$ cat src/rtl/mbtq_pkg.sv
// Shared constants, types and helpers for the multi-buffer transmit queue.
package mbtq_pkg;

	localparam int NUM_BUFFERS  = 4;
	localparam int BUFFER_BYTES = 64;

	localparam int BUF_W  = $clog2(NUM_BUFFERS);
	localparam int LEN_W  = $clog2(BUFFER_BYTES + 1);
	localparam int ADDR_W = $clog2(NUM_BUFFERS * BUFFER_BYTES);
	localparam int CNT_W  = $clog2(NUM_BUFFERS + 1);

	localparam logic ACT_WRITE = 1'b0;
	localparam logic ACT_DONE  = 1'b1;

	typedef logic [BUF_W-1:0] bidx_t;
	typedef logic [LEN_W-1:0] len_t;

	// transfer command handed from front to back
	typedef struct packed {
		bidx_t bidx;
		len_t  len;
	} cmd_t;

	// byte store write port
	typedef struct packed {
		logic              en;
		logic [ADDR_W-1:0] addr;
		logic [7:0]        data;
	} wr_t;

	// back reports a buffer fully read out
	typedef struct packed {
		logic  en;
		bidx_t bidx;
	} clr_t;

	function automatic bidx_t ring_next(bidx_t i);
		return (i == bidx_t'(NUM_BUFFERS - 1)) ? '0 : i + bidx_t'(1);
	endfunction

	function automatic logic [ADDR_W-1:0] byte_addr(bidx_t b, len_t off);
		return ADDR_W'(b) * ADDR_W'(BUFFER_BYTES) + ADDR_W'(off);
	endfunction

endpackage

$ cat src/rtl/multi_buffer_tx_queue_core.sv
// Multi-buffer transmit queue: top level.
//
// Input channel (in_valid/in_ready): action 0 appends write_byte to the fill
// buffer of a ring of NUM_BUFFERS buffers of BUFFER_BYTES bytes; end_of_write
// marks the last byte of a write and starts an idle sender. Action 1 reports
// that the buffer in transfer is done: it is cleared and the next buffer starts
// if it is not empty. Overrun and full-buffer bytes are silently dropped.
// Output channel (out_valid/out_ready): one transfer per byte sent, with the
// buffer index and end_of_transfer on the last byte of a buffer.
// Throughput: one input item per cycle while the command queue has room. A write
// stalls while its buffer still has bytes queued for readout. Output runs one
// byte per cycle while the receiver is ready, set by the single read port of the
// byte store. With the back idle, the first byte of a started buffer passes the
// command queue, the read state, the read stage and the output register before
// out_valid rises. Up to NUM_BUFFERS started buffers wait in the command queue,
// so the input side keeps running while the receiver stalls.
// Reset clears all lengths and indices; the sender comes up idle.
module multi_buffer_tx_queue_core (
	input  logic       clk,
	input  logic       arst_n,
	input  logic       in_valid,
	output logic       in_ready,
	input  logic       action,
	input  logic [7:0] write_byte,
	input  logic       end_of_write,
	output logic       out_valid,
	input  logic       out_ready,
	output logic [7:0] send_byte,
	output logic [3:0] send_buffer,
	output logic       end_of_transfer
);
	import mbtq_pkg::*;

	logic fifo_full;
	logic fifo_valid;
	logic fifo_pop;
	logic push;
	cmd_t push_cmd;
	cmd_t fifo_cmd;
	wr_t  wr;
	clr_t clr;

	mbtq_front u_front (
		.clk          (clk),
		.arst_n       (arst_n),
		.in_valid     (in_valid),
		.in_ready     (in_ready),
		.action       (action),
		.write_byte   (write_byte),
		.end_of_write (end_of_write),
		.fifo_full    (fifo_full),
		.push         (push),
		.push_cmd     (push_cmd),
		.wr           (wr),
		.clr          (clr)
	);

	mbtq_cmd_fifo u_fifo (
		.clk      (clk),
		.arst_n   (arst_n),
		.push     (push),
		.push_cmd (push_cmd),
		.full     (fifo_full),
		.valid    (fifo_valid),
		.pop      (fifo_pop),
		.cmd      (fifo_cmd)
	);

	mbtq_back u_back (
		.clk             (clk),
		.arst_n          (arst_n),
		.fifo_valid      (fifo_valid),
		.fifo_cmd        (fifo_cmd),
		.fifo_pop        (fifo_pop),
		.wr              (wr),
		.clr             (clr),
		.out_valid       (out_valid),
		.out_ready       (out_ready),
		.send_byte       (send_byte),
		.send_buffer     (send_buffer),
		.end_of_transfer (end_of_transfer)
	);

endmodule

$ cat src/rtl/mbtq_cmd_fifo.sv
// Small command queue between the front and back parts.
module mbtq_cmd_fifo (
	input  logic          clk,
	input  logic          arst_n,
	input  logic          push,
	input  mbtq_pkg::cmd_t push_cmd,
	output logic          full,
	output logic          valid,
	input  logic          pop,
	output mbtq_pkg::cmd_t cmd
);
	import mbtq_pkg::*;

	cmd_t              entry_q [NUM_BUFFERS];
	bidx_t             wp_q;
	bidx_t             rp_q;
	logic [CNT_W-1:0]  cnt_q;
	logic              do_push;
	logic              do_pop;

	assign valid   = (cnt_q != '0);
	assign full    = (cnt_q == CNT_W'(NUM_BUFFERS));
	assign cmd     = entry_q[rp_q];
	assign do_push = push && !full;
	assign do_pop  = pop && valid;

	always_ff @(posedge clk) begin
		if (do_push) begin
			entry_q[wp_q] <= push_cmd;
		end
	end

	always_ff @(posedge clk or negedge arst_n) begin
		if (!arst_n) begin
			wp_q  <= '0;
			rp_q  <= '0;
			cnt_q <= '0;
		end else begin
			if (do_push) begin
				wp_q <= ring_next(wp_q);
			end
			if (do_pop) begin
				rp_q <= ring_next(rp_q);
			end
			if (do_push && !do_pop) begin
				cnt_q <= cnt_q + CNT_W'(1);
			end else if (do_pop && !do_push) begin
				cnt_q <= cnt_q - CNT_W'(1);
			end
		end
	end

endmodule

$ cat src/rtl/mbtq_front.sv
// Front part: takes items, keeps the ring bookkeeping, writes bytes, issues transfers.
module mbtq_front (
	input  logic           clk,
	input  logic           arst_n,
	input  logic           in_valid,
	output logic           in_ready,
	input  logic           action,
	input  logic [7:0]     write_byte,
	input  logic           end_of_write,
	input  logic           fifo_full,
	output logic           push,
	output mbtq_pkg::cmd_t push_cmd,
	output mbtq_pkg::wr_t  wr,
	input  mbtq_pkg::clr_t clr
);
	import mbtq_pkg::*;

	len_t                   len_q [NUM_BUFFERS];
	bidx_t                  fill_q;
	bidx_t                  send_q;
	logic                   sending_q;
	logic                   dropping_q;
	logic [NUM_BUFFERS-1:0] pending_q;

	logic  accept;
	len_t  cur_len;
	len_t  len_inc;
	logic  discard;
	logic  do_write;
	logic  buf_full;
	bidx_t fill_after;
	bidx_t start_b;
	len_t  start_len;
	logic  try_start;
	logic  start_go;

	// a write waits while its buffer still has bytes on their way out
	assign in_ready = !fifo_full && !(action == ACT_WRITE && pending_q[fill_q]);
	assign accept   = in_valid && in_ready;

	assign cur_len  = len_q[fill_q];
	assign len_inc  = cur_len + len_t'(1);
	assign discard  = dropping_q || (cur_len >= len_t'(BUFFER_BYTES))
		|| (sending_q && fill_q == send_q);
	assign do_write = accept && action == ACT_WRITE && !discard;
	assign buf_full = (len_inc == len_t'(BUFFER_BYTES));
	assign fill_after = (do_write && buf_full) ? ring_next(fill_q) : fill_q;

	assign start_b   = (action == ACT_DONE) ? ring_next(send_q) : send_q;
	assign try_start = accept && ((action == ACT_DONE && sending_q)
		|| (action == ACT_WRITE && end_of_write && !sending_q));
	// length as it stands after this item's own byte
	assign start_len = (do_write && fill_q == start_b) ? len_inc : len_q[start_b];
	assign start_go  = try_start && (start_len != '0);

	assign push          = start_go;
	assign push_cmd.bidx = start_b;
	assign push_cmd.len  = start_len;

	assign wr.en   = do_write;
	assign wr.addr = byte_addr(fill_q, cur_len);
	assign wr.data = write_byte;

	always_ff @(posedge clk or negedge arst_n) begin
		if (!arst_n) begin
			for (int i = 0; i < NUM_BUFFERS; i++) begin
				len_q[i] <= '0;
			end
			fill_q     <= '0;
			send_q     <= '0;
			sending_q  <= 1'b0;
			dropping_q <= 1'b0;
			pending_q  <= '0;
		end else begin
			if (do_write) begin
				len_q[fill_q] <= len_inc;
			end
			if (accept && action == ACT_DONE && sending_q) begin
				len_q[send_q] <= '0;
				send_q        <= ring_next(send_q);
			end

			if (start_go && fill_after == start_b) begin
				fill_q <= ring_next(fill_after);
			end else begin
				fill_q <= fill_after;
			end

			if (try_start) begin
				sending_q <= start_go;
			end

			if (accept && action == ACT_WRITE && end_of_write) begin
				dropping_q <= 1'b0;
			end else if (do_write && buf_full && ring_next(fill_q) == send_q) begin
				dropping_q <= 1'b1;
			end

			for (int i = 0; i < NUM_BUFFERS; i++) begin
				if (push && start_b == bidx_t'(i)) begin
					pending_q[i] <= 1'b1;
				end else if (clr.en && clr.bidx == bidx_t'(i)) begin
					pending_q[i] <= 1'b0;
				end
			end
		end
	end

`ifndef SYNTHESIS
	a_push_room: assert property (@(posedge clk) disable iff (!arst_n)
		push |-> !fifo_full)
		else $error("transfer command issued into a full queue");

	a_no_write_in_flight: assert property (@(posedge clk) disable iff (!arst_n)
		do_write |-> !pending_q[fill_q])
		else $error("byte written into a buffer still being read out");

	a_sending_after_start: assert property (@(posedge clk) disable iff (!arst_n)
		start_go |=> sending_q && pending_q[$past(start_b)])
		else $error("started transfer not tracked");
`endif

endmodule

$ cat src/rtl/mbtq_back.sv
// Back part: byte store and readout of queued transfers, one byte per cycle unless stalled.
module mbtq_back (
	input  logic           clk,
	input  logic           arst_n,
	input  logic           fifo_valid,
	input  mbtq_pkg::cmd_t fifo_cmd,
	output logic           fifo_pop,
	input  mbtq_pkg::wr_t  wr,
	output mbtq_pkg::clr_t clr,
	output logic           out_valid,
	input  logic           out_ready,
	output logic [7:0]     send_byte,
	output logic [3:0]     send_buffer,
	output logic           end_of_transfer
);
	import mbtq_pkg::*;

	logic [7:0] mem [NUM_BUFFERS * BUFFER_BYTES];

	logic  active_q;
	bidx_t cbuf_q;
	len_t  clen_q;
	len_t  off_q;

	logic       s1_valid_q;
	logic [7:0] data_s1;
	bidx_t      bidx_s1;
	logic       last_s1;

	logic       out_valid_q;
	logic [7:0] byte_q;
	bidx_t      bidx_q;
	logic       last_q;

	logic out_room;
	logic s1_move;
	logic s1_room;
	logic issue;
	logic last_rd;

	assign out_room = !out_valid_q || out_ready;
	assign s1_move  = s1_valid_q && out_room;
	assign s1_room  = !s1_valid_q || s1_move;
	assign issue    = active_q && s1_room;
	assign last_rd  = issue && ((off_q + len_t'(1)) == clen_q);
	assign fifo_pop = fifo_valid && (!active_q || last_rd);

	assign clr.en   = last_rd;
	assign clr.bidx = cbuf_q;

	assign out_valid       = out_valid_q;
	assign send_byte       = byte_q;
	assign send_buffer     = 4'(bidx_q);
	assign end_of_transfer = last_q;

	always_ff @(posedge clk) begin
		if (wr.en) begin
			mem[wr.addr] <= wr.data;
		end
		if (issue) begin
			data_s1 <= mem[byte_addr(cbuf_q, off_q)];
			bidx_s1 <= cbuf_q;
			last_s1 <= last_rd;
		end
		if (s1_move) begin
			byte_q <= data_s1;
			bidx_q <= bidx_s1;
			last_q <= last_s1;
		end
	end

	always_ff @(posedge clk or negedge arst_n) begin
		if (!arst_n) begin
			active_q    <= 1'b0;
			cbuf_q      <= '0;
			clen_q      <= '0;
			off_q       <= '0;
			s1_valid_q  <= 1'b0;
			out_valid_q <= 1'b0;
		end else begin
			if (fifo_pop) begin
				active_q <= 1'b1;
				cbuf_q   <= fifo_cmd.bidx;
				clen_q   <= fifo_cmd.len;
				off_q    <= '0;
			end else if (last_rd) begin
				active_q <= 1'b0;
			end else if (issue) begin
				off_q <= off_q + len_t'(1);
			end

			if (issue) begin
				s1_valid_q <= 1'b1;
			end else if (s1_move) begin
				s1_valid_q <= 1'b0;
			end

			if (s1_move) begin
				out_valid_q <= 1'b1;
			end else if (out_ready) begin
				out_valid_q <= 1'b0;
			end
		end
	end

`ifndef SYNTHESIS
	a_read_in_range: assert property (@(posedge clk) disable iff (!arst_n)
		issue |-> off_q < clen_q)
		else $error("read past the end of a buffer");

	a_cmd_nonempty: assert property (@(posedge clk) disable iff (!arst_n)
		fifo_pop |-> fifo_cmd.len != '0 && fifo_cmd.len <= len_t'(BUFFER_BYTES))
		else $error("transfer command with bad length");
`endif

endmodule

$ cat config.mk
export PLATFORM = sky130hd
export DESIGN_NAME = multi_buffer_tx_queue_core
export DESIGN_NICKNAME = d
export VERILOG_FILES = /design/src/rtl/mbtq_pkg.sv /design/src/rtl/multi_buffer_tx_queue_core.sv /design/src/rtl/mbtq_cmd_fifo.sv /design/src/rtl/mbtq_front.sv /design/src/rtl/mbtq_back.sv
export SDC_FILE = /design/constraint.sdc
export NUM_CORES = 2
export LEC_CHECK = 0
export BUFFER_PORTS_ARGS = -buffer_cell sky130_fd_sc_hd__buf_4
export CAP_MARGIN = 5
export CELL_PAD_IN_SITES_DETAIL_PLACEMENT = 1
export CELL_PAD_IN_SITES_GLOBAL_PLACEMENT = 1
export CORE_MARGIN = 2
export CORE_UTILIZATION = 35
export DETAILED_ROUTE_END_ITERATION = 10
export PLACE_DENSITY = 0.63
export SLEW_MARGIN = 10
export SYNTH_ARGS = -nofsm -noshare
export SYNTH_HDL_FRONTEND = slang
export SYNTH_HIERARCHICAL = 1
export SYNTH_SLANG_ARGS = --single-unit
export TNS_END_PERCENT = 1
$ cat constraint.sdc
create_clock -name clk -period 5 [get_ports clk]
set_input_delay 0.25 -clock clk [delete_from_list [all_inputs] [get_ports clk]]
set_output_delay 0.25 -clock clk [all_outputs]
set_load 0.01 [all_outputs]
==> impl_metrics.csv <==
group,metric,value,unit
clock_tree,ctsHtreeMaxLevel,4,
worst_setup_path,timing.rr.end,"u_fifo/cnt_q[1]",
worst_setup_path,crit_path_end_kind,"flop",
worst_setup_path,endpoint,"u_fifo/cnt_q[1]",
outcome,violations,"hold timing",
clock_tree,clockBufferDepth,3,
global_route,gr-usage-met2,29.8,%
logic_synthesis,ys_ff_latch,2170,
clock_tree,clock-sinks,2170,
global_route,grt_pass1_wl,344000,um
sta,period_minus_slack,4.42,ns
logic_synthesis,yosysTopAreaCellShare,72.8,%
logic_synthesis,synth_common_cells,"edfxtp_1, mux2i_1, nor2_1",
sta,worstMarginPinSlew,1.05,ns
worst_setup_path,arrival,5.15,ns
pwr,power.internal,35.2,mW
pwr,combPwrFrac,28.1,%
clock_tree,cts_tree,"done",
worst_setup_path,cp-start-kind,"flop",
job,cap_violations,0,
pwr,swShare,31.8,%
worst_setup_path,startpoint,"u_front/fill_q[0]",
route,wl,237000,um
placement,dp.cells,7847,
pwr,vdd_drop_max,0.488,mV
worst_setup_path,rrSetupSlack,0.58,ns
pwr,p_switching,16.4,mW
floorplan,coreArea,246000,um2
clock_tree,cts-hold-fix-buffers,12,
worst_setup_path,reg2reg_depth,13,
logic_synthesis,netlist_area,86900,um2
pwr,seq_power_share,40.6,%
sta,finalCritPeriodShare,88.3,%
route,drt_drc_violations_left,0,
placement,gp_congestion,0.826,
sta,slew_headroom,30.1,%
sta,fin_tns_setup,0,ns
cells_and_area,area_delta_synth_final,13.9,%
logic_synthesis,synth_ff_type,"edfxtp_1",
clock_tree,post_cts_buffers,0,
hold_path,min_path_type,"in -> reg",
global_route,grt_max_degree,158,
cells_and_area,nFillCells,23800,
sta,finalClockSkew,0.0361,ns
global_route,antenna_found_initial,11,
logic_synthesis,synth-warning-count,6,
route,drt_iter0_markers,4904,
logic_synthesis,async_reset_ff_share,2.95,%
global_route,track_usage,18.7,%
logic_synthesis,postSynthAreaPerCell,19.3,um2
floorplan,die_height,502,um
placement,portBuffers,26,
route,dr.pass1.iters,6,
route,ant_nets,0,
sta,report.final.slew_viol_count,0,
global_route,grt_overflow_total,0,
logic_synthesis,synth_area_leaders,"edfxtp_1, mux4_2, mux2i_1",
global_route,grt_pass1_vias,46800,
pwr,power_density,522,nW/um2
cells_and_area,final_cells,8273,
pwr,clock_power_share,31.3,%
floorplan,num_rows,182,
sta,setup_violations,0,
floorplan,die_area,252000,um2
worst_setup_path,reg2reg_from,"u_front/fill_q[0]",
sta,hold_violations,4,
pwr,total_power,51.6,mW
clock_tree,numCtsBuffers,219,
clock_tree,clk_latency,0.87,ns
cells_and_area,postLayoutCoreUtil,40.2,%
logic_synthesis,synth.distinct_cells,84,
global_route,met3_usage,2.85,%
global_route,grt-busiest-layer,"met2",
cells_and_area,drive_above_1_share,20.9,%
sta,grt_setup_unrepaired,"no",
worst_setup_path,worstSetupPathType,"reg -> reg",
worst_setup_path,worstPathRequired,5.73,ns
clock_tree,cts-root-buf,"clkbuf_16",
floorplan,die_w,502,um
outcome,status,"finished with violations",
floorplan,pin_count,29,
cells_and_area,nets,4802,
worst_setup_path,worstPathMaxFanout,22,
logic_synthesis,synthCells,4504,
clock_tree,clk_pin_slew_worst_paths,0.06,ns
route,routedWlPerCell,28.6,um
route,num_vias,45200,
placement,hpwlAfterDp,143000,um
pwr,power_leakage,32.1,nW
logic_synthesis,ys_seq_area_share,74.6,%
logic_synthesis,synth_most_common_cell,"edfxtp_1",
global_route,use_met1,26.4,%
sta,fmax,226,MHz
clock_tree,cts_resized,0,
logic_synthesis,synth_edf_count,2106,
hold_path,hold-path-cell-count,1,
logic_synthesis,synth_top_cell_by_area,"edfxtp_1",
floorplan,start_util,35.3,%
route,viasPerCell,5.47,
sta,hold_slack,-0.0246,ns
## layout by cell type, fill, tap and decap left out, types with 10 or more instances in the layout
cell / count
a21oi_1: 115
clkbuf_16: 224
clkinvlp_4: 10
nor2b_1: 12
clkinv_2: 46
o22ai_1: 124
nand3_1: 31
mux2_2: 14
clkbuf_1: 35
bufinv_16: 18
a211oi_1: 16
o221ai_2: 11
buf_12: 25
o21ai_0: 44
mux2i_1: 449
nand4_1: 13
inv_1: 13
nor2_1: 374
dlygate4sd3_1: 12
clkinv_1: 60
and2_1: 23
mux4_2: 324
mux4_1: 24
xor2_1: 12
o221ai_1: 177
buf_4: 280
edfxtp_1: 2106
ha_1: 19
nor3_1: 33
nand2_1: 75
dfrtp_1: 60
xnor2_1: 12
## power groups by stage
stage,Combinational [mW],Clock (mW),Sequential [mW]
global route,15.3,17.1,21.0
floorplan,10.5,0,21.0
global placement,14.3,0,21.3
CTS,14.6,16.5,21.0
finish,14.5,16.2,20.9
detailed placement,14.5,0,21.3
## critical path, cell delays in order, from the launching register on
cell and delay [ns]:
dfrtp_1 0.74, mux4_2 0.82, ha_1 0.38, and2_4 0.18, nand2_2 0.08, xor2_2 0.36
a32oi_2 0.22, o21ai_2 0.22, inv_1 0.07, nor2b_2 0.19, ha_1 0.25, inv_1 0.07
fa_1 0.41, mux2_2 0.28
## metal layers
metal | part of all wire, % | wire (um) | up-vias
met5 | 0 | 0 | -
met4 | 2.8 | 6590 | 0
met3 | 6.2 | 14700 | 319
met2 | 48 | 113000 | 1489
met1 | 43 | 103000 | 24400
li1 | - | - | 19000
## worst min path at each step
stage,startpoint,to,slack (ns)
after floorplan,arst_n,u_back/active_q,-0.05
after detailed placement,u_back/bidx_s1[1],u_back/bidx_q[1],0.41
final,write_byte[4],u_back/mem[98][4],-0.02
after global placement,u_back/data_s1[5],u_back/send_byte[5],0.40
after CTS,write_byte[4],u_back/mem[105][4],0.002
after global routing,write_byte[4],u_back/mem[101][4],0.03
## cell type report
class / instances / area (um2) / area share (%)
Multi-Input combinational cell: 2033 / 20000 / 20.2
Antenna cell: 3 / 7.51 / 0.00758
Tap cell: 3312 / 4140 / 4.19
Clock inverter: 150 / 1300 / 1.31
Inverter: 19 / 83.8 / 0.0847
Timing Repair Buffer: 325 / 2840 / 2.87
Clock buffer: 261 / 5760 / 5.82
Sequential cell: 2170 / 64900 / 65.5
## sequential cells by signal, indices dropped and copies added (netlist names)
name                    flops
u_fifo/cnt_q                3
u_back/mem               2048
u_back/cbuf_q               2
u_front/dropping_q          1
u_back/data_s1              8
u_fifo/entry_q             36
u_front/len_q              28
u_back/off_q                7
u_back/out_valid            1
u_back/clen_q               7
u_back/bidx_q               2
u_back/bidx_s1              2
u_back/end_of_transfer      1
u_front/pending_q           4
u_fifo/rp_q                 2
u_back/s1_valid_q           1
u_front/fill_q              2
u_back/send_byte            8
u_back/active_q             1
u_back/last_s1              1
u_front/sending_q           1
u_fifo/wp_q                 2
u_front/send_q              2
## cells by family (layout without fill, tap and decap cells)
kind of cell | Yosys count | after routing | share of synthesized area [%]
adders and majority gates | 20 | 20 | 0.297
AOI/OAI and AO/OA | 554 | 554 | 4.61
xor gates and xnor gates | 26 | 26 | 0.279
and+or+nand+nor | 616 | 616 | 3.20
other | 1 | 5 | 0.00431
DFF | 2170 | 2170 | 74.6
buffers and inverters | 302 | 755 | 2.47
muxes | 815 | 815 | 14.5
## per-stage QoR
| step | area (um2) | worst slack, ns |
|---|---|---|
| 3_3_place_gp | 91800 | 0.663 |
| 5_1_grt | 99000 | 0.282 |
| 3_5_place_dp | 91800 | 0.619 |
| 6_report | 99000 | 0.584 |
| 2_1_floorplan | 86900 | 1.12 |
| 4_1_cts | 99000 | 0.575 |
Power figures use the tool's default switching activity.
